[src/rtl/core/dpb_pkg.sv]
// dpb_pkg: shared types and constants for the depth pixel back-projection block
// pixel and point word layouts, configuration register codes, fixed-point widths
// no dependencies
package dpb_pkg;

  localparam int ImageDimDefault = 4096;

  localparam int CfgIndexW = 3;
  localparam int CfgDataW  = 32;

  localparam int RecipW  = 24;
  localparam int CenterW = 16;
  localparam int ZProdW  = 40;
  localparam int CoordW  = 32;
  localparam int MagW    = 16;
  localparam int TW      = MagW + CoordW;
  localparam int HalfW   = RecipW / 2;
  localparam int PartW   = TW + HalfW;
  localparam int SumW    = TW + RecipW + 1;
  localparam int RoundSh = 28;
  localparam int RW      = SumW - RoundSh;

  typedef enum logic [CfgIndexW-1:0] {
    REG_DEPTH_RECIP = 3'd0,
    REG_CENTER_X    = 3'd1,
    REG_CENTER_Y    = 3'd2,
    REG_INV_FOCAL_X = 3'd3,
    REG_INV_FOCAL_Y = 3'd4,
    REG_WIN_COLS    = 3'd5,
    REG_WIN_ROWS    = 3'd6
  } cfg_reg_e;

  typedef struct packed {
    logic [11:0] pixel_col;
    logic [11:0] pixel_row;
    logic [15:0] depth_raw;
    logic [7:0]  blue_in;
    logic [7:0]  green_in;
    logic [7:0]  red_in;
  } pixel_t;

  typedef struct packed {
    logic signed [31:0] point_x;
    logic signed [31:0] point_y;
    logic [31:0]        point_z;
    logic [7:0]         blue_out;
    logic [7:0]         green_out;
    logic [7:0]         red_out;
  } point_t;

  typedef struct packed {
    logic [RecipW-1:0]  depth_recip;
    logic [CenterW-1:0] center_x;
    logic [CenterW-1:0] center_y;
    logic [RecipW-1:0]  inv_focal_x;
    logic [RecipW-1:0]  inv_focal_y;
    logic [31:0]        win_cols;
    logic [31:0]        win_rows;
  } cfg_t;

  typedef struct packed {
    logic              neg_x;
    logic              neg_y;
    logic [TW-1:0]     t_x;
    logic [TW-1:0]     t_y;
    logic [CoordW-1:0] z;
    logic [23:0]       colour;
  } front_t;

endpackage

[src/rtl/core/dpb_front.sv]
// dpb_front: window and depth check, depth scaling and offset times depth
// three register stages; depends on dpb_pkg
module dpb_front (
  input  logic                 clk,
  input  logic                 rst,
  input  logic                 adv,
  input  logic                 in_vld,
  input  dpb_pkg::pixel_t      pixel,
  input  dpb_pkg::cfg_t        cfg,
  output logic                 out_vld,
  output dpb_pkg::front_t      out
);

  logic                          pass;
  logic [15:0]                   p4_x, p4_y;
  logic                          n_x, n_y;
  logic [dpb_pkg::MagW-1:0]      m_x, m_y;
  logic [dpb_pkg::ZProdW:0]      zsum;

  logic                          s1_vld;
  logic                          s1_neg_x, s1_neg_y;
  logic [dpb_pkg::MagW-1:0]      s1_mag_x, s1_mag_y;
  logic [dpb_pkg::ZProdW-1:0]    s1_prod;
  logic [23:0]                   s1_colour;

  logic                          s2_vld;
  logic                          s2_neg_x, s2_neg_y;
  logic [dpb_pkg::MagW-1:0]      s2_mag_x, s2_mag_y;
  logic [dpb_pkg::CoordW-1:0]    s2_z;
  logic [23:0]                   s2_colour;

  always_comb begin
    pass = (pixel.depth_raw != 16'd0)
        && ({4'd0, pixel.pixel_col} >= cfg.win_cols[15:0])
        && ({4'd0, pixel.pixel_col} <  cfg.win_cols[31:16])
        && ({4'd0, pixel.pixel_row} >= cfg.win_rows[15:0])
        && ({4'd0, pixel.pixel_row} <  cfg.win_rows[31:16]);
    p4_x = {pixel.pixel_col, 4'd0};
    p4_y = {pixel.pixel_row, 4'd0};
    n_x  = p4_x < cfg.center_x;
    n_y  = p4_y < cfg.center_y;
    m_x  = n_x ? (cfg.center_x - p4_x) : (p4_x - cfg.center_x);
    m_y  = n_y ? (cfg.center_y - p4_y) : (p4_y - cfg.center_y);
    zsum = {1'b0, s1_prod} + (dpb_pkg::ZProdW+1)'(128);
  end

  always_ff @(posedge clk) begin
    if (rst) begin
      s1_vld  <= 1'b0;
      s2_vld  <= 1'b0;
      out_vld <= 1'b0;
    end else if (adv) begin
      s1_vld  <= in_vld && pass;
      s2_vld  <= s1_vld;
      out_vld <= s2_vld;
    end
  end

  always_ff @(posedge clk) begin
    if (adv) begin
      s1_neg_x  <= n_x;
      s1_neg_y  <= n_y;
      s1_mag_x  <= m_x;
      s1_mag_y  <= m_y;
      s1_prod   <= dpb_pkg::ZProdW'(pixel.depth_raw * cfg.depth_recip);
      s1_colour <= {pixel.blue_in, pixel.green_in, pixel.red_in};

      s2_neg_x  <= s1_neg_x;
      s2_neg_y  <= s1_neg_y;
      s2_mag_x  <= s1_mag_x;
      s2_mag_y  <= s1_mag_y;
      s2_z      <= zsum[dpb_pkg::CoordW+7:8];
      s2_colour <= s1_colour;

      out.neg_x  <= s2_neg_x;
      out.neg_y  <= s2_neg_y;
      out.t_x    <= dpb_pkg::TW'(s2_mag_x * s2_z);
      out.t_y    <= dpb_pkg::TW'(s2_mag_y * s2_z);
      out.z      <= s2_z;
      out.colour <= s2_colour;
    end
  end

endmodule

[config.mk]
export PLATFORM = sky130hd
export DESIGN_NAME = dpb_front
export DESIGN_NICKNAME = d
export VERILOG_FILES = /design/src/rtl/core/dpb_pkg.sv /design/src/rtl/core/dpb_front.sv
export SDC_FILE = /design/constraint.sdc
export NUM_CORES = 2
export LEC_CHECK = 0
export ABC_AREA = 1
export BUFFER_PORTS_ARGS = -buffer_cell sky130_fd_sc_hd__buf_4
export CORE_UTILIZATION = 40
export DETAILED_ROUTE_END_ITERATION = 12
export PLACE_DENSITY_LB_ADDON = 0.08
export SYNTH_ARGS = -nofsm -noshare
export SYNTH_HDL_FRONTEND = slang
export SYNTH_SLANG_ARGS = --single-unit
[constraint.sdc]
create_clock -name clk -period 5.3 [get_ports clk]
set_input_delay 0.53 -clock clk [delete_from_list [all_inputs] [get_ports clk]]
set_output_delay 0.53 -clock clk [all_outputs]
set_load 0.03 [all_outputs]
==> summary.md <==
| Metric | Value |
|---|---|
| Status | `finished, violations left` |
| Violated checks | `setup timing` |
| Top-count cell post-synth | `inv_1` |
| Initial antenna violation count | `5` |
| IO Pins | `391` |
| Hold EP | `s1_colour[10]` |
| Grt met3 use | `0.0334` |
| Placed wire-length estimate | `149 mm` |
| DRT iter0 DRCs | `2784` |
| Min cycle time layout | `5.73 ns` |
| Fmax | `0.175 GHz` |
| Critical hold path startpoint | `pixel[10]` |
| Synth unique cells | `54` |
| CTS clk-pin slew, worst paths | `0.07 ns` |
| List of most frequent post-synthesis cells | `inv_1 (2139), nand2_1 (1982), fa_1 (1143)` |
| Fillers | `14.8k` |
| GRT busiest layer | `met2` |
| RePlAce Congestion | `0.904` |
| Design Area, Final | `77200 sq um` |
| Mapped Nets | `9338` |
| Worst r2r src | `s2_mag_y[4]` |
| Final WL | `180 mm` |
| Grt ovf | `0` |
| Flops & latches, synth | `338` |
| CP max FO | `10` |
| # port buffers | `342` |
| Residual DRC count | `0` |
| Final ANT Viol Nets | `0` |
| Grt met2 use | `0.400` |
| Seq/Total Area, Yosys | `0.164` |
| Layout area overhead | `24.8%` |
| Inst Count DP | `10.3k` |
| Final Max Slew Viols | `0` |
| Top cell type's share of synthesized area | `0.370` |
| Layout cell share with drive strength beyond 1 | `0.205` |
| Sink Count | `338` |
| Vias per cell | `4.72` |
| Largest net degree at the start of global routing | `131` |
| R2r setup slk | `-0.43 ns` |
| Row Count | `143` |
| Global Route Usage Sum | `0.236` |
| Initial Util | `0.405` |
| Cell Area, Synth | `61900 sq um` |
| Area leader, netlist | `fa_1` |
| Met1 GRT Util | `0.321` |
| CTS tree | `done` |
| Final Cycle Share | `1.08` |
| Hold Crit Class | `in -> reg` |
| Place WS | `-0.783 ns` |
| Post-route insts no fill | `10.5k` |
| Maxcap violations | `0` |
| Hold path depth | `1` |
| FF-to-FF path depth | `25` |
| Pre-Repair DR Iteration Count | `5` |
| TritonCTS Buffers | `46` |
| Number of synthesized flops with an enable pin | `335` |
| Slew headroom | `0.378` |
| Clock Skew | `0.0619 ns` |
| Top cells by area, synth | `fa_1 (37%), edfxtp_1 (16%), inv_1 (13%)` |
| Clk_lat worst skew | `0.66 ns` |
| Asr flop ratio synth | `0` |
| CP Launch Type | `flip-flop` |
| Synthesis warning total | `0` |
| RR Endpoint | `out[101]` |
| RSZ-0062 raised after global routing | `true` |
| CP Data Arrival Time | `6.07 ns` |
| Clock root buffer | `clkbuf_16` |
| Core area | `153000 sq um` |
| Nets | `10.2k` |
| Final setup viols | `73` |
| CTS Buffer Depth | `3` |
| Most used DFF post-synth | `edfxtp_1` |
| Crit. End Element | `flip-flop` |
| CTS Hold Buffers Added | `0` |
| Final Hold Fails | `0` |
| Worst slew pin tran | `0.929 ns` |
| Average wire per standard cell | `17.2 um` |
| Die ar. | `156000 sq um` |
| H-tree Lvls | `2` |
| Die height | `395 um` |
| Final worst slack | `-0.430 ns` |
| Vias in the first global route | `52.9k` |
| Setup CP Type | `reg -> reg` |
| Final Util | `0.505` |
| Data required, critical path | `5.64 ns` |
| Post-synthesis cell count | `7517` |
| Post-Place Cell Area | `72800 sq um` |
| Global-route wire length before repair | `290 mm` |
| Vias | `49.4k` |
| Avg Cell Area, Syn | `8.23 sq um` |
| Die width | `395 um` |
placed cells by master, fill, tap and decap left out, types with 47 or more instances in the layout:
master	netlist	layout
xnor2_1	48	47
inv_1	2139	2098
nor2_2	3	74
buf_4	1	1006
nand2_1	1982	1921
nand3_1	126	103
ha_1	442	365
nor2_1	310	216
edfxtp_1	335	335
a21oi_1	202	141
o21ai_0	119	62
buf_12	0	88
ha_4	0	75
clkbuf_16	0	50
fa_1	1143	1109
a21oi_2	2	52
nand2_2	15	67
xor2_1	121	103
per-stage QoR:
step	setup TNS [ns]	hold WS [ns]
2_1_floorplan	-0.274	0.400
3_3_place_gp	-42.94	0.400
3_5_place_dp	-43.96	0.405
4_1_cts	-21.50	0.0192
5_1_grt	-35.89	0.0378
6_report	-19.45	0.0740
worst max path at each step:
stage / slack [ns] / from / cells past startpoint / endpoint
global route: -0.68 / s2_mag_y[7] / 24 / out[101]
detailed placement: -0.78 / s2_mag_y[10] / 24 / out[101]
CTS: -0.53 / s2_mag_y[4] / 24 / out[101]
finish: -0.43 / s2_mag_y[4] / 25 / out[101]
global placement: -0.81 / s2_mag_y[10] / 24 / out[101]
floorplan: -0.05 / pixel[28] / 24 / s1_prod[30]
cell type report:
| cell class | count | area (sq um) | area share |
|---|---|---|---|
| antenna | 1 | 2.50 | 0.0000324 |
| clock buffer | 54 | 1180 | 0.0153 |
| clock inverter | 32 | 349 | 0.00452 |
| inverter | 2144 | 8050 | 0.104 |
| multi-input combinational | 4741 | 45200 | 0.586 |
| sequential | 338 | 10100 | 0.131 |
| tap | 2030 | 2540 | 0.0329 |
| timing repair buffer | 1122 | 9730 | 0.126 |
registers in the layout, summed over array words and instances, names as in the netlist:
name / count
s2_neg_y: 1
s2_neg_x: 1
s2_z: 32
s1_colour: 24
s1_prod: 33
out: 154
s1_vld: 1
s2_vld: 1
s2_mag_y: 16
out_vld: 1
s1_mag_y: 16
s1_neg_x: 1
s2_mag_x: 16
s1_neg_y: 1
s1_mag_x: 16
s2_colour: 24
metal layers:
metal,share of wire,up-vias
li1,-,23523
met1,0.44,24609
met2,0.48,1084
met3,0.054,196
met4,0.020,2
met5,0.000072,-
what timing repair did:
| item | in CTS | in global routing |
|---|---|---|
| pin swaps | 52 | 72 |
| cloned | 3 | 4 |
| resized for setup | 331 | 254 |
| setup buffers | 19 | 19 |
| setup endpoints to repair | 73 | 90 |
cells by family after synthesis:
kind of cell             share of synthesized area
AND/OR/NAND/NOR                              0.164
buffers and inverters                        0.149
flip-flops                                   0.164
adder cells (fa/ha/maj)                      0.459
XOR/XNOR                                    0.0239
AO/OA/AOI/OAI                               0.0409
worst max-delay path, stage by stage (launching register included):
cell	delay, ns
edfxtp_1	0.44
buf_6	0.17
buf_16	0.15
nand2_1	0.06
inv_1	0.05
fa_1	0.52
inv_1	0.04
fa_1	0.47
fa_2	0.54
inv_1	0.05
fa_2	0.55
fa_1	0.42
inv_1	0.08
fa_1	0.41
inv_1	0.10
ha_4	0.22
a21oi_2	0.19
nor2_1	0.09
nor2_2	0.20
nor2_2	0.05
nor2_2	0.15
nor2_2	0.07
o21ai_2	0.18
nand3_1	0.11
nand2_1	0.07
nand2_1	0.07
Power is not shown: default switching activity piles up to over one toggle a cycle in this logic, so the estimate is an artifact.
