[src/rtl/core/dpb_pkg.sv]
// dpb_pkg: shared types and constants for the depth pixel back-projection block
// pixel and point word layouts, configuration register codes, fixed-point widths
// no dependencies
package dpb_pkg;

  localparam int ImageDimDefault = 4096;

  localparam int CfgIndexW = 3;
  localparam int CfgDataW  = 32;

  localparam int RecipW  = 24;
  localparam int CenterW = 16;
  localparam int ZProdW  = 40;
  localparam int CoordW  = 32;
  localparam int MagW    = 16;
  localparam int TW      = MagW + CoordW;
  localparam int HalfW   = RecipW / 2;
  localparam int PartW   = TW + HalfW;
  localparam int SumW    = TW + RecipW + 1;
  localparam int RoundSh = 28;
  localparam int RW      = SumW - RoundSh;

  typedef enum logic [CfgIndexW-1:0] {
    REG_DEPTH_RECIP = 3'd0,
    REG_CENTER_X    = 3'd1,
    REG_CENTER_Y    = 3'd2,
    REG_INV_FOCAL_X = 3'd3,
    REG_INV_FOCAL_Y = 3'd4,
    REG_WIN_COLS    = 3'd5,
    REG_WIN_ROWS    = 3'd6
  } cfg_reg_e;

  typedef struct packed {
    logic [11:0] pixel_col;
    logic [11:0] pixel_row;
    logic [15:0] depth_raw;
    logic [7:0]  blue_in;
    logic [7:0]  green_in;
    logic [7:0]  red_in;
  } pixel_t;

  typedef struct packed {
    logic signed [31:0] point_x;
    logic signed [31:0] point_y;
    logic [31:0]        point_z;
    logic [7:0]         blue_out;
    logic [7:0]         green_out;
    logic [7:0]         red_out;
  } point_t;

  typedef struct packed {
    logic [RecipW-1:0]  depth_recip;
    logic [CenterW-1:0] center_x;
    logic [CenterW-1:0] center_y;
    logic [RecipW-1:0]  inv_focal_x;
    logic [RecipW-1:0]  inv_focal_y;
    logic [31:0]        win_cols;
    logic [31:0]        win_rows;
  } cfg_t;

  typedef struct packed {
    logic              neg_x;
    logic              neg_y;
    logic [TW-1:0]     t_x;
    logic [TW-1:0]     t_y;
    logic [CoordW-1:0] z;
    logic [23:0]       colour;
  } front_t;

endpackage

[src/rtl/core/dpb_cfg.sv]
// dpb_cfg: configuration register file
// depends on dpb_pkg
module dpb_cfg #(
  parameter int IMAGE_DIM = dpb_pkg::ImageDimDefault
) (
  input  logic                           clk,
  input  logic                           rst,
  input  logic                           cfg_valid,
  output logic                           cfg_ready,
  input  logic [dpb_pkg::CfgIndexW-1:0] cfg_index,
  input  logic [dpb_pkg::CfgDataW-1:0]  cfg_data,
  output dpb_pkg::cfg_t                  cfg
);

  localparam logic [15:0] WinEnd  = (IMAGE_DIM > 65535) ? 16'hFFFF : 16'(IMAGE_DIM);
  localparam logic [31:0] FullWin = {WinEnd, 16'h0000};

  assign cfg_ready = 1'b1;

  always_ff @(posedge clk) begin
    if (rst) begin
      cfg.depth_recip <= 24'd16777;
      cfg.center_x    <= '0;
      cfg.center_y    <= '0;
      cfg.inv_focal_x <= '0;
      cfg.inv_focal_y <= '0;
      cfg.win_cols    <= FullWin;
      cfg.win_rows    <= FullWin;
    end else if (cfg_valid && cfg_ready) begin
      unique case (dpb_pkg::cfg_reg_e'(cfg_index))
        dpb_pkg::REG_DEPTH_RECIP: cfg.depth_recip <= cfg_data[dpb_pkg::RecipW-1:0];
        dpb_pkg::REG_CENTER_X:    cfg.center_x    <= cfg_data[dpb_pkg::CenterW-1:0];
        dpb_pkg::REG_CENTER_Y:    cfg.center_y    <= cfg_data[dpb_pkg::CenterW-1:0];
        dpb_pkg::REG_INV_FOCAL_X: cfg.inv_focal_x <= cfg_data[dpb_pkg::RecipW-1:0];
        dpb_pkg::REG_INV_FOCAL_Y: cfg.inv_focal_y <= cfg_data[dpb_pkg::RecipW-1:0];
        dpb_pkg::REG_WIN_COLS:    cfg.win_cols    <= cfg_data;
        dpb_pkg::REG_WIN_ROWS:    cfg.win_rows    <= cfg_data;
        default: ;
      endcase
    end
  end

endmodule

[config.mk]
export PLATFORM = sky130hd
export DESIGN_NAME = dpb_cfg
export DESIGN_NICKNAME = d
export VERILOG_FILES = /design/src/rtl/core/dpb_pkg.sv /design/src/rtl/core/dpb_cfg.sv
export SDC_FILE = /design/constraint.sdc
export NUM_CORES = 1
export LEC_CHECK = 0
export BUFFER_PORTS_ARGS = -buffer_cell sky130_fd_sc_hd__buf_2
export CELL_PAD_IN_SITES_DETAIL_PLACEMENT = 1
export CELL_PAD_IN_SITES_GLOBAL_PLACEMENT = 1
export CORE_MARGIN = 2
export CORE_UTILIZATION = 25
export DETAILED_ROUTE_END_ITERATION = 7
export PLACE_DENSITY_LB_ADDON = 0.1
export SLEW_MARGIN = 25
export SYNTH_ARGS = -nofsm -noshare
export SYNTH_HDL_FRONTEND = slang
export SYNTH_SLANG_ARGS = --single-unit
[constraint.sdc]
create_clock -name clk -period 1.85 [get_ports clk]
set_input_delay 0.0925 -clock clk [delete_from_list [all_inputs] [get_ports clk]]
set_output_delay 0.0925 -clock clk [all_outputs]
set_load 0.02 [all_outputs]
==> results of run 1 <==
worst min-delay path, stage by stage:
cell,delay (ns)
buf_2,0.09
nand2b_1,0.14
mux2i_1,0.15
layout by cell type, fill, tap and decap left out, types with 3 or more instances in the layout:
| cell | instances |
|---|---|
| buf_12 | 3 |
| buf_2 | 204 |
| buf_4 | 15 |
| clkbuf_16 | 17 |
| clkinv_2 | 3 |
| clkinv_4 | 3 |
| clkinvlp_4 | 3 |
| dfxtp_1 | 168 |
| dlygate4sd3_1 | 13 |
| inv_6 | 4 |
| mux2i_1 | 168 |
| nand2b_1 | 192 |
| nand4b_1 | 3 |
| nor2_1 | 13 |
area by class of cell:
cell class | instances | area [µm²]
fill | 2951 | 17300
multi-input combinational | 385 | 3070
clock buffer | 17 | 425
timing repair buffer | 235 | 1320
tap | 335 | 419
sequential | 168 | 3360
clock inverter | 15 | 145
power by group:
| group | leakage (nW) | internal (mW) | total, mW | switching, mW |
|---|---|---|---|---|
| registers | 1.36 | 3.70 | 3.74 | 0.0441 |
| clock network | 0.273 | 1.88 | 3.48 | 1.60 |
| logic | 2.87 | 0.274 | 0.662 | 0.388 |
repair_timing:
item                                   in CTS  in global routing
setup buffers                               0                  0
endpoints found under the hold margin      21                  0
hold buffers                               13                  0
worst paths after layout:
path                                            from              endpoint  slack [ns]  cells past startpoint
worst max-delay path            cfg[90]$_SDFFE_PP0P_               cfg[90]        0.75                      1
worst min-delay path                    cfg_data[23]  cfg[87]$_SDFFE_PP0P_        0.10                      3
worst max register to register  cfg[23]$_SDFFE_PP0P_  cfg[23]$_SDFFE_PP0P_        1.20                      2
worst min register to register  cfg[64]$_SDFFE_PP0P_  cfg[64]$_SDFFE_PP0P_        0.47                      2
cell usage after synthesis:
cell type and number:
and4b_1 2, buf_2 16, buf_4 4, buf_6 1
buf_8 1, clkbuf_1 24, conb_1 1, dfxtp_1 168
mux2i_1 168, nand2b_1 192, nand4b_1 3, nand4bb_1 3
nor2_1 13, nor4b_1 1, nor4bb_1 1, or4b_1 1
per-stage QoR:
| stage | area, µm² | cells |
|---|---|---|
| finish | 8750 | 1155 |
| global route | 8750 | 1155 |
| CTS | 8750 | 1155 |
| detailed placement | 8050 | 1110 |
| global placement | 8050 | 1110 |
| floorplan | 6630 | 599 |
per-layer routing:
metal	vias to the layer above	global-route usage, %	routed length [µm]
met4	0	5.13	382
met1	2439	17.6	8960
met3	18	4.61	1300
met2	125	26.9	10700
met5	-	0	0
li1	2399	-	-
cell families after synthesis:
group / after synthesis
and+or+nand+nor: 216
buffers and inverters: 46
DFF: 168
other: 1
muxes: 168
==> results.md, run 1 <==
- Outcome: finished clean
- Synth Area in Compound Gates: 0%
- CTS resizes: 0
- Mapped Cells: 599
- CTS tree: yes
- Starting Density: 25.5%
- Area Growth Syn to Fin: 31.9%
- Die height: 167 µm
- Final WS setup: 0.750 ns
- Share of cells above drive strength 1: 31.3%
- Worst endpoint required time: 1.76 ns
- Post-Synth XOR/XNOR Area: 0%
- Final HPWL DP: 15200 µm
- Maximum buffer depth of the clock tree: 2
- Sequential share of the synthesized area: 50.7%
- Crit-path max FO: 2
- Max incr delay on CP: 0.39 ns
- Post-synthesis simple-gate area fraction: 20.5%
- Crit path max-delay family: flip-flops
- Number of global-route vias before repair: 5478
- Register bit total from synthesis: 168
- P_leak: 4.51 nW
- Tightest Pin Transition: 0.596 ns
- CP endpoint kind: output pin
- First-pass GRT wire length: 32600 µm
- Fin. max-slew vios: 0
- Synth warn: 0
- Relative slew margins: 60.2%
- Worst clock skew: 0 ns
- Area share of fa/ha/maj cells after synthesis: 0%
- VDD IR max: 0.514 mV
- GRT Total Usage: 15.3%
- Hold Slack: 0.100 ns
- Hold Path Class: in -> reg
- Min Tclk post-route: 1.10 ns
- Post-Route WL: 21400 µm
- FP Rows: 59
- Net Count, Synth: 637
- Pwr/cell area: 901 nW/µm²
- Synth top area share: 50.7%
- Largest Register: cfg
- Clock Latency Late Sink: 0.42 ns
- DR vias: 4981
- Setup-failing EPs final: 0
- Largest net degree at the start of global routing: 68
- Synth area leader: dfxtp_1
- Crit-path slowest cell: dfxtp_1
- Largest regs: cfg x168
- CP Buf/Inv Count: 1
- Util after Layout: 33.6%
- PortBufs: 205
- Root Driver: clkbuf_16
- Fin crit share: 59.5%
- # H-tree levels: 4
- Antenna Nets Post-Route: 0
- Max-cap viol count: 0
- GRT overflow: 0
- Cts bufs inserted: 17
- Setup CP Type: reg -> out
- Clk slew on worst S/H paths: 0.07 ns
- Vias per cell: 4.31
- Io pins: 207
- Worst path cell trace: buf_2
- Die Footprint: 27900 µm²
- Largest family of logic cells by synthesized area: multiplexers
- Number of diodes: 0
- Dpl ws: 0.409 ns
- Final hold vios: 0
- Routability cong.: 0.732
- Crit start category: flip-flop
- Synth cell types: 16
- Syn avg cell area: 11.1 µm²
- Unrepaired setup endpoints after global routing: no
- Fmax: 909 MHz
- Clock Sinks: 168
- Pwr Total: 7.88 mW
- Nets: 845
- DRC Markers: 0
- Max reg flops: 168
- Die X: 167 µm
- Fin Setup TNS: 0 ns
- Drt wl/cell: 18.5 µm
- Worst endpoint data arrival time: 1.01 ns
- Initial antenna violation count: 0
- DRT Pass-1 Iters: 4
- Post-synthesis mux area share: 25.3%
- Synth top area cells: dfxtp_1 51%, mux2i_1 25%, nand2b_1 18%
- Core ar.: 26100 µm²
- Post-Syn Area: 6630 µm²
- Drt first-iter violations: 158
Note: power is estimated with default switching activity, not from simulation.
==> run 2: changes to the inputs <==
==> constraint.sdc (replaced) <==
create_clock -name clk -period 1 [get_ports clk]
set_input_delay 0.05 -clock clk [delete_from_list [all_inputs] [get_ports clk]]
set_output_delay 0.05 -clock clk [all_outputs]
set_load 0.02 [all_outputs]
==> results.md, run 2 (synthesis gave the netlist of run 1 again) <==
- Placed cell area: 8460 µm²
- R2r startpoint: cfg[80]$_SDFFE_PP0P_
- Largest regs: cfg x168
- GRT Total Usage: 15.1%
- Post-Route WL: 21300 µm
- Unrepaired setup endpoints after global routing: yes
- Crit-path max FO: 2
- CP Buf/Inv Count: 1
- Crit path max-delay family: flip-flops
- Fin crit share: 96.3%
- Setup-failing EPs final: 0
- FP Rows: 59
- Commonest non-fill, non-tap cell in the layout: nand2b_1
- Drt wl/cell: 17.9 µm
- Die Footprint: 27900 µm²
- Drt first-iter violations: 184
- Die X: 167 µm
- Starting Density: 25.5%
- Initial antenna violation count: 0
- PortBufs: 205
- Final Cell Area: 9950 µm²
- Worst endpoint data arrival time: 0.91 ns
- Worst endpoint required time: 0.95 ns
- DR vias: 5097
- VDD IR max: 1.05 mV
- # H-tree levels: 4
- Nets: 881
- Clock Latency Late Sink: 0.41 ns
- Max reg flops: 168
- Clock Sinks: 168
- Fmax: 1040 MHz
- Routability cong.: 0.742
- Largest net degree at the start of global routing: 49
- GRT overflow: 0
- Fin. max-slew vios: 0
- Global route hottest layer: met2
- Worst R2R Setup Slack: 0.29 ns
- Clk slew on worst S/H paths: 0.06 ns
- P_leak: 4.86 nW
- Inst Count DP: 1143
- Met3 GRT Util: 5.37%
- Root Driver: clkbuf_16
- R2r endpoint: cfg[80]$_SDFFE_PP0P_
- Crit-path slowest cell: dfxtp_1
- Share of cells above drive strength 1: 47.0%
- Max-cap viol count: 0
- Pwr/cell area: 1570 nW/µm²
- Setup CP Type: reg -> out
- Core ar.: 26100 µm²
- WHS Path Cells: 4
- Fin cells: 1191
- DRT Pass-1 Iters: 4
- DRC Markers: 0
- Max incr delay on CP: 0.35 ns
- First-pass GRT wire length: 32400 µm
- CP endpoint kind: output pin
- Hold Slack: 0.0368 ns
- Worst clock skew: 0 ns
- Min Tclk post-route: 0.963 ns
- Vias per cell: 4.28
- HP Start: cfg_data[10]
- Die height: 167 µm
- GR Util met1: 17.6%
- Maximum buffer depth of the clock tree: 2
- CTS tree: yes
- Io pins: 207
- Largest Register: cfg
- Hold Path Class: in -> reg
- Most frequent cells in the layout: 192 x nand2b_1, 169 x buf_4, 168 x mux2i_1, 110 x dfxtp_2, 58 x dfxtp_1
- Final HPWL DP: 15300 µm
- Antenna Nets Post-Route: 0
- Worst R2R Path Depth: 3
- Crit start category: flip-flop
- Cts bufs inserted: 17
- Final hold vios: 0
- Number of global-route vias before repair: 5469
- Min-Delay Endpoint: cfg[122]$_SDFFE_PP0P_
- Area Growth Syn to Fin: 49.9%
- Outcome: finished clean
- Met2 Use GR: 26.7%
- Worst path cell trace: buf_4
==> run 2: changes by cell type in the layout (fill, tap and decap cells not counted), moves of 3 or more <==
cell / previous run / this run
buf_2: 204 / 37
bufinv_16: 1 / 4
buf_4: 15 / 169
dfxtp_2: 0 / 110
buf_12: 3 / 16
buf_6: 0 / 35
dfxtp_1: 168 / 58
==> run 2: how the worst max path moves through the flow <==
stage	from	end	slack (ns)	depth (start not counted)
finish	cfg[92]$_SDFFE_PP0P_	cfg[92]	0.04	1
global route	cfg[3]$_SDFFE_PP0P_	cfg[3]	-0.009	1
CTS	cfg[158]$_SDFFE_PP1P_	cfg[158]	0.0002	1
global placement	cfg_index[0]	cfg[164]$_SDFFE_PP0P_	-0.17	3
detailed placement	cfg_index[0]	cfg[148]$_SDFFE_PP0P_	-0.19	5
floorplan	cfg_valid	cfg[157]$_SDFFE_PP0P_	-0.1	5
==> run 2: layout make-up <==
class	count	area (µm²)
multi-input cells	385	3070
flip-flops and latches	168	3500
clock buffers	19	453
clock inverters	12	189
diodes	1	2.50
fillers	2841	16100
repair buffers	271	2310
well taps	335	419
==> run 2: timing repair <==
action                                  in CTS  in global routing
gates resized for setup                    137                179
pin swaps                                    0                  0
hold buffers                                14                  0
endpoints found under the setup margin     110                135
buffers inserted                             0                  2
endpoints found under the hold margin       22                  0
==> run 2: through the flow <==
stage          total power [mW]  setup WS (ns)  util (%)  TNS [ns]
6_report                   15.6         0.0366      38.2         0
4_1_cts                    15.8       0.000248      36.7         0
5_1_grt                    16.3       -0.00863      38.2   -0.0194
2_1_floorplan              7.81        -0.0996         -    -0.971
3_5_place_dp               8.44         -0.192      32.5    -16.33
3_3_place_gp               8.41         -0.168      32.5    -13.36
==> run 2: worst min-delay path, stage by stage <==
cell      delay, ns
buf_2          0.10
nand2b_1       0.08
buf_4          0.12
mux2i_1        0.05
==> run 2: power breakdown <==
| part | switching [mW] | total (mW) | internal [mW] |
|---|---|---|---|
| Sequential | 0.0931 | 6.95 | 6.85 |
| Combinational | 0.747 | 1.49 | 0.740 |
| Clock | 2.85 | 7.21 | 4.36 |
| Total | 3.69 | 15.6 | 12.0 |
==> run 2: layer usage <==
metal | wire [µm] | up-vias
met5 | 0 | -
met4 | 125 | 0
met3 | 1400 | 6
met2 | 10900 | 125
met1 | 8900 | 2501
li1 | - | 2465
==> run 3: changes to the inputs <==
--- a/config.mk
+++ b/config.mk
@@ -5,12 +5,12 @@
 export SDC_FILE = /design/constraint.sdc
 export NUM_CORES = 1
 export LEC_CHECK = 0
-export BUFFER_PORTS_ARGS = -buffer_cell sky130_fd_sc_hd__buf_2
 export CELL_PAD_IN_SITES_DETAIL_PLACEMENT = 1
 export CELL_PAD_IN_SITES_GLOBAL_PLACEMENT = 1
 export CORE_MARGIN = 2
 export CORE_UTILIZATION = 25
 export DETAILED_ROUTE_END_ITERATION = 7
+export DONT_BUFFER_PORTS = 1
 export PLACE_DENSITY_LB_ADDON = 0.1
 export SLEW_MARGIN = 25
 export SYNTH_ARGS = -nofsm -noshare
==> results.md, run 3 (synthesis gave the netlist of run 1 again) <==
- DRT Pass-1 Iters: 4
- DR vias: 4850
- Io pins: 207
- FP Rows: 59
- Crit-path slowest cell: dfxtp_1
- Fmax: 1030 MHz
- Crit-path max FO: 2
- Clk slew on worst S/H paths: 0.07 ns
- Crit start category: flip-flop
- Drt first-iter violations: 115
- Die X: 167 µm
- Hold Slack: -0.188 ns
- Max-cap viol count: 0
- First-pass GRT wire length: 32300 µm
- Antenna Nets Post-Route: 0
- Share of cells above drive strength 1: 40.7%
- Largest net degree at the start of global routing: 206
- Final Cell Area: 9280 µm²
- Final hold vios: 69
- Core ar.: 26100 µm²
- Setup-failing EPs final: 0
- Root Driver: clkbuf_16
- Fin crit share: 96.9%
- Cts bufs inserted: 17
- PortBufs: 0
- Initial antenna violation count: 0
- Pwr/cell area: 1600 nW/µm²
- CP endpoint kind: output pin
- Final HPWL DP: 14200 µm
- Nets: 803
- Fin. max-slew vios: 0
- Outcome: complete, but fails checks
- DRC Markers: 0
- Maximum buffer depth of the clock tree: 2
- Clock Sinks: 168
- Area Growth Syn to Fin: 39.9%
- GRT Total Usage: 15.1%
- Crit path max-delay family: flip-flops
- Die height: 167 µm
- Vias per cell: 4.36
- Post-Route WL: 20900 µm
- Worst path cell trace: buf_6
- P_leak: 4.45 nW
- Worst endpoint required time: 0.95 ns
- Largest regs: cfg x168
- Util after Layout: 35.6%
- Number of diodes: 0
- Pwr Total: 14.8 mW
- # H-tree levels: 4
- GRT overflow: 0
- Starting Density: 25.5%
- Fin Setup TNS: 0 ns
- Die Footprint: 27900 µm²
- CTS tree: yes
- Max reg flops: 168
- Failing checks: negative hold slack
- Max incr delay on CP: 0.36 ns
- Worst clock skew: 0 ns
- Hold Path Class: in -> reg
- Clock Latency Late Sink: 0.42 ns
- CP Buf/Inv Count: 1
- Setup CP Type: reg -> out
- Min Tclk post-route: 0.969 ns
- Worst endpoint data arrival time: 0.92 ns
- VDD IR max: 0.711 mV
- Routability cong.: 0.721
- Number of global-route vias before repair: 5223
- Drt wl/cell: 18.8 µm
- Largest Register: cfg
- Most frequent cells in the layout: 192 x nand2b_1, 168 x mux2i_1, 138 x buf_4, 101 x dfxtp_2, 67 x dfxtp_1
- Placed cell area: 8290 µm²
- Commonest non-fill, non-tap cell in the layout: nand2b_1
==> run 3: changes by cell type in the layout (fill, tap and decap cells not counted), moves of 9 or more <==
cell / delta
dfxtp_2: -9
buf_4: -31
dfxtp_1: +9
buf_2: -37
buf_12: -9
==> run 3: where the power goes <==
part           internal, mW  switching [mW]  total, mW  leakage [nW]
clock                  3.85            2.93       6.78         0.288
combinational         0.548           0.572       1.12          2.76
sequential             6.85          0.0920       6.94          1.41
==> run 3: cell type report <==
type,count,area [µm²]
Clock buffer,19,453
Sequential cell,168,3490
Multi-Input combinational cell,385,3070
Tap cell,335,419
Clock inverter,13,144
Timing Repair Buffer,193,1700
Fill cell,2856,16800
==> run 3: through the flow <==
stage,instances,setup WS (ns)
after floorplan,599,-0.0996
after global placement,1067,-0.0776
after detailed placement,1067,-0.0945
after CTS,1112,0.0000818
after global routing,1113,-0.00964
final,1113,0.0310
==> run 3: path summary, 6_finish.rpt <==
check / start / endpoint / slack, ns / depth (start not counted)
worst min-delay path: rst / cfg[24]$_SDFFE_PP0P_ / -0.19 / 2
worst max register to register: cfg[78]$_SDFFE_PP0P_ / cfg[78]$_SDFFE_PP0P_ / 0.28 / 3
worst min register to register: cfg[77]$_SDFFE_PP0P_ / cfg[77]$_SDFFE_PP0P_ / 0.47 / 2
worst max-delay path: cfg[47]$_SDFFE_PP0P_ / cfg[47] / 0.03 / 1
==> run 3: repair_timing <==
item                       CTS  global route
gates resized for setup     49            88
hold endpoints to repair   168           168
setup endpoints to repair   42            82
hold buffers                13             3
cloned                       0             0
buffers inserted             0             1
==> run 3: routing by layer <==
layer,routed length [µm],global-route usage [%]
met1,9100,18.3
met2,10300,25.9
met3,1340,4.42
met4,208,4.39
met5,0,0
